===== src/hdl/descending_insertion_sorter_assert.svh =====
// Assertion macros for the sorter top-level RTL.
`ifndef DESCENDING_INSERTION_SORTER_ASSERT_SVH
`define DESCENDING_INSERTION_SORTER_ASSERT_SVH

// Checked on every rising edge outside reset.
`define DIS_ASSERT(lbl, prop, msg) \
  lbl: assert property (@(posedge clk_i) disable iff (!rst_ni) (prop)) else $error(msg);

// Checked on every rising edge, reset included.
`define DIS_ASSERT_ALWAYS(lbl, prop, msg) \
  lbl: assert property (@(posedge clk_i) (prop)) else $error(msg);

`endif


===== src/hdl/dis_pkg.sv =====
`timescale 1ns / 1ps
`default_nettype none

package dis_pkg;

  // Table capacity. It must be a multiple of the read group size.
  localparam int unsigned DEPTH   = 512;
  localparam int unsigned COST_W  = 32;
  localparam int unsigned INDEX_W = 9;
  localparam int unsigned RANK_W  = 9;
  localparam int unsigned CMD_W   = 2;
  localparam int unsigned COUNT_W = $clog2(DEPTH + 1);

  // The rank read selects within a group first, then between groups.
  localparam int unsigned GRP     = 16;
  localparam int unsigned GRP_W   = $clog2(GRP);
  localparam int unsigned NGRP    = DEPTH / GRP;
  localparam int unsigned NGRP_W  = $clog2(NGRP);

  typedef enum logic [CMD_W-1:0] {
    CMD_INSERT = 2'd0,
    CMD_READ   = 2'd1,
    CMD_CLEAR  = 2'd2
  } cmd_e;

  // One stored entry.
  typedef struct packed {
    logic [COST_W-1:0]  cost;
    logic [INDEX_W-1:0] idx;
  } entry_t;

  // What a cell hands to its right-hand neighbour.
  typedef struct packed {
    logic   occ;  // cell holds an entry
    logic   ge;   // held cost is at least the broadcast key
    entry_t ent;
  } link_t;

endpackage

`default_nettype wire


===== src/hdl/dis_cell.sv =====
`timescale 1ns / 1ps
`default_nettype none

module dis_cell (
  input  logic                        clk_i,
  input  logic                        rst_ni,
  input  logic                        clear_i,
  input  logic                        insert_i,
  input  logic [dis_pkg::COST_W-1:0]  key_i,
  input  logic [dis_pkg::INDEX_W-1:0] arrival_i,
  input  dis_pkg::link_t              prev_i,
  output dis_pkg::link_t              link_o
);
  import dis_pkg::*;

  logic   occ_q, occ_d;
  entry_t ent_q, ent_d;
  logic   ge_self;

  // The new key goes after every held cost that is greater or equal.
  assign ge_self = occ_q && (ent_q.cost >= key_i);

  // On insert, a cell whose left neighbour is below the key takes the
  // neighbour's entry; the first cell below the key takes the key itself.
  always_comb begin
    occ_d = occ_q;
    ent_d = ent_q;
    if (clear_i) begin
      occ_d = 1'b0;
    end else if (insert_i) begin
      if (!prev_i.ge) begin
        occ_d = prev_i.occ;
        ent_d = prev_i.ent;
      end else if (!ge_self) begin
        occ_d      = 1'b1;
        ent_d.cost = key_i;
        ent_d.idx  = arrival_i;
      end
    end
  end

  always_ff @(posedge clk_i or negedge rst_ni) begin
    if (!rst_ni) begin
      occ_q <= 1'b0;
    end else begin
      occ_q <= occ_d;
    end
  end

  // Entry payload needs no reset; the occupied bit qualifies it.
  always_ff @(posedge clk_i) begin
    ent_q <= ent_d;
  end

  assign link_o.occ = occ_q;
  assign link_o.ge  = ge_self;
  assign link_o.ent = ent_q;

endmodule

`default_nettype wire


===== config.mk =====
export PLATFORM = sky130hd
export DESIGN_NAME = dis_cell
export DESIGN_NICKNAME = d
export VERILOG_FILES = /design/src/hdl/descending_insertion_sorter_assert.svh /design/src/hdl/dis_pkg.sv /design/src/hdl/dis_cell.sv
export SDC_FILE = /design/constraint.sdc
export NUM_CORES = 1
export LEC_CHECK = 0
export BUFFER_PORTS_ARGS = -buffer_cell sky130_fd_sc_hd__buf_2
export CAP_MARGIN = 10
export CORE_AREA = 2 2 64 96
export CTS_BUF_LIST = sky130_fd_sc_hd__clkbuf_8
export DETAILED_ROUTE_END_ITERATION = 12
export DIE_AREA = 0 0 66 98
export GPL_ROUTABILITY_DRIVEN = 0
export MAX_ROUTING_LAYER = met4
export PLACE_DENSITY = 0.81
export SLEW_MARGIN = 20
export SYNTH_ARGS = -nofsm -noshare
export SYNTH_HDL_FRONTEND = slang
export SYNTH_SLANG_ARGS = --single-unit

===== constraint.sdc =====
create_clock -name clk_i -period 6.11 [get_ports clk_i]
set_input_delay 1.222 -clock clk_i [delete_from_list [all_inputs] [get_ports clk_i]]
set_output_delay 1.222 -clock clk_i [all_outputs]
set_load 0.01 [all_outputs]

After elaboration in Yosys (flattened, before gate mapping)
Index checks and enable logic that the tools add are counted.
- register bits after elaboration: 42
- input port bits: 88
- output and inout bits: 43
- word-level logic and storage cells: 17
- $lt $le $gt $ge: 1
- eq/ne operators: 2
- muxes and demuxes: 6
- bitwise logic cells: 1
- reductions and logical operators: 4
- operators with widths (operator ; number):
    41-bit two-way mux ; 2
    32-bit >= comparator ; 1
    1-bit two-way mux ; 4
    3-bit != test (second input constant) ; 1
    3-bit AND reduction ; 1
    2-bit != test (second input constant) ; 1
    2-bit AND reduction ; 1
    2-bit nonzero test ; 1
    1-bit logical AND ; 1
    1-bit inverter ; 1

Depth between registers and ports, before layout
- depth after elaboration: 6
- depth in mapped cells: 8
- gate-level depth less buffers: 7

Worst setup path before layout
Ideal clock, no wire load.
- kind: input -> register
- from: in key_i[0] (netlist name)
- to: reg ent_q, in the netlist link_o[0], enable pin
- library setup time: 0.464 ns
- data arrival time: 4.810 ns
- data required time: 5.646 ns
- slack: 0.835 ns
- stages: 6
- path buffers: 0
- path through: ha_1 nand2b_1 a2111oi_2 a2111oi_2 o41a_1 nor4b_2
- word-level cells in the longest chain between the ends: 4
- RTL lines (what ; line ; text):
    start: declaration ; dis_cell.sv:9 ; input logic [dis_pkg::COST_W-1:0] key_i,
    32-bit >= comparator ; dis_cell.sv:21 ; assign ge_self = occ_q && (ent_q.cost >= key_i);
    1-bit logical AND ; dis_cell.sv:21 ;
    2-bit != test (no source line) ; -- ;
    3-bit AND reduction (no source line) ; -- ;
    end signal: assignment ; dis_cell.sv:52 ; ent_q <= ent_d;
    end: declaration ; dis_cell.sv:17 ; entry_t ent_q, ent_d;
Every way passes these cells.
A chain may end at the register's enable or synchronous reset.

==> key figures <==
Floorplanning
  • Ports: 131
  • Rows: 34
  • Die Y: 98 um
  • CORE AREA: 5700 um2
  • DIE WIDTH: 66 um
  • Starting Density: 46.22%
  • Die area: 6468 um2

Timing
  • Final setup viols: 0
  • Sum of negative setup slack: 0 ns
  • Slew Viols, Final: 0
  • Slew HR: 34.31%
  • Period minus WS final: 4.319 ns
  • Final Skew: 0.003841 ns
  • Final critical-path share of the clock period: 70.69%
  • Worst slew pin tran: 0.9853 ns
  • Fmax: 231.5 MHz
  • Worst hold slack: 0.6489 ns
  • RSZ-0062 raised after global routing: false
  • Final hold vios: 0

Drt
  • Final ANT Viol Nets: 0
  • Total detailed-routing wirelength: 5730 um
  • WL/cell: 13.77 um
  • 1st-iter DRT viols: 105
  • Via/cell ratio: 5.007
  • DR DRC count: 0
  • DRT Pass-1 Iters: 3
  • Vias: 2,083

Clocking
  • Worst-path clk slew: 0.09 ns
  • CTS tree: built
  • Clock latency on the worst-skew pair: 0.29 ns
  • CTS sink count: 42
  • Setup Fix Bufs, Post-CTS: 0
  • Clock Tree Buf Depth: 2
  • H-Tree Depth: 2
  • Hold-fix buffers at CTS: 0
  • CTS Buf Count: 5
  • Post-CTS sizing: 0
  • Root Driver: clkbuf_8

Synth
  • Warnings, synthesis: 0
  • Yosys reg bits: 42
  • Sequential area share after synthesis: 47.67%
  • Syn Inst Count: 211
  • Post-synthesis async set-or-reset flop share: 2.381%
  • Synth Area in XOR/XNOR: 0%
  • Main flop type after synthesis: edfxtp_1
  • Compound-Gate Fraction of Synth Area: 7.217%
  • Mapped Avg Cell Area: 12.49 um2
  • Number of flops mapped to enable cells by yosys: 41
  • Synth unique cells: 31
  • Synth Area in Simple Gates: 6.268%
  • Largest family of logic cells by synthesized area: multiplexers
  • Synthesized Nets: 331
  • Multiplexer share of the synthesized area: 17.52%
  • Adder-cell share of the synthesized area: 15.19%
  • Post-Syn Area: 2635 um2

Worst setup path
  • Critical Path RT: 4.89 ns
  • Critical setup path kind: in2out
  • Critical path startpoint: key_i[14]
  • Critical Path Fanout Max: 3
  • Startpoint of the worst-slack reg-to-reg timing path: link_o[9]
  • WP data arrival: 3.10 ns
  • Setup crit start kind: input port
  • CP Capture Type: primary output

Layout
  • Final net count: 463
  • Number of diodes: 0
  • Post-layout util: 60.69%
  • Post-Layout Cell Count: 416
  • Area growth syn-to-layout: 31.29%
  • Share of post-route cells with drive strength above 1: 54.07%
  • Most common cell after layout, fill and taps aside: buf_2
  • Most frequent cells in the layout: buf_2, mux2_2, edfxtp_1

Global routing
  • Vias in the first global route: 2,207
  • First-pass GRT wire length: 9114 um
  • GRT Util Overall: 18.45%
  • Largest net degree at the start of global routing: 45
  • Initial antenna violation count: 0
  • Total gr overflow: 0

Worst hold path
  • Hold_sp: occ_q
  • Min-delay worst type: reg2reg

Pwr
  • Pwr Total: 0.0006652 W
  • Leakage power: 1.639 nW
  • Pwr Density: 192.3 nW/um2
  • VDD IR-drop max: 0.0001709 V

Placement
  • Inst Count DP: 408
  • I/O Buffers: 130
  • HPWL Detailed: 4657 um

Run
  • Total of max-cap violations: 0

Status
  • Status: finished, final reports clean
## through the flow
step	area [um2]	setup WS, ns
after floorplan	2635	0.8352
after global placement	3366	1.848
after detailed placement	3366	1.773
after CTS	3460	1.775
after global routing	3460	1.657
final	3460	1.791
## cell families (layout without fill, tap and decap cells)
| group | Yosys count | count (layout) |
|---|---|---|
| multiplexers | 41 | 41 |
| AND/OR/NAND/NOR | 27 | 27 |
| adder cells (fa/ha/maj) | 32 | 32 |
| buffers and inverters | 41 | 174 |
| AO/OA/AOI/OAI | 28 | 28 |
| flip-flops | 42 | 42 |
## cells in the mapped netlist (2+ instances only)
master,count,area [um2]
edfxtp_1,41,1231
mux2_2,41,461.7
inv_1,34,127.6
ha_1,32,400.4
a21oi_1,12,60.06
nand2_1,8,30.03
nand4_1,6,37.54
clkbuf_1,5,18.77
nor2_1,3,11.26
o21ai_0,3,15.01
a2111oi_2,2,30.03
buf_4,2,15.01
nand2b_1,2,12.51
nand3_1,2,10.01
o21a_1,2,15.01
## state kept, by name (all words and copies together) (netlist names)
| name | count |
|---|---|
| link_o | 41 |
| occ_q | 1 |
## worst max-delay path, stage by stage
cell	delay, ns
buf_2	0.09
inv_1	0.04
ha_1	0.30
nand4_1	0.14
or3_4	0.42
a2111oi_2	0.37
o41ai_1	0.13
a41oi_1	0.21
buf_2	0.17
## metal layers
metal / part of all wire (%) / global-route usage, % / wire, um / vias to the layer above
met3: 5.5 / 2.535 / 315 / 14
li1: - / - / - / 1040
met4: 2.8 / 7.849 / 163 / 0
met5: 0 / - / 0 / -
met1: 38 / 19.14 / 2170 / 955
met2: 54 / 33.72 / 3080 / 74
## path summary, 6_finish.rpt
kind                               to  slack (ns)  cells past startpoint
max in group asynchronous       occ_q        5.34                      1
hold reg to reg                 occ_q        0.65                      2
hold / removal                  occ_q        0.65                      2
setup / recovery           link_o[41]        1.79                      9
setup reg to reg           link_o[13]        3.42                      8
min in group asynchronous       occ_q        0.68                      1
## area by class of cell
cell class	count	area, um2
multi-input combinational	128	1226
tap	72	90.09
sequential	42	1256
inverter	34	127.6
fill	491	2241
clock inverter	3	25.02
timing repair buffer	132	665.6
clock buffer	5	68.82
## report_power, final
part	total, W	switching, W	internal [W]
Clock	0.000187	0.000104	0.0000825
Combinational	0.000135	0.0000646	0.0000707
Sequential	0.000343	0.00000726	0.000336
Total	0.000665	0.000176	0.000489
No activity file was read; power rests on OpenSTA's default activity.
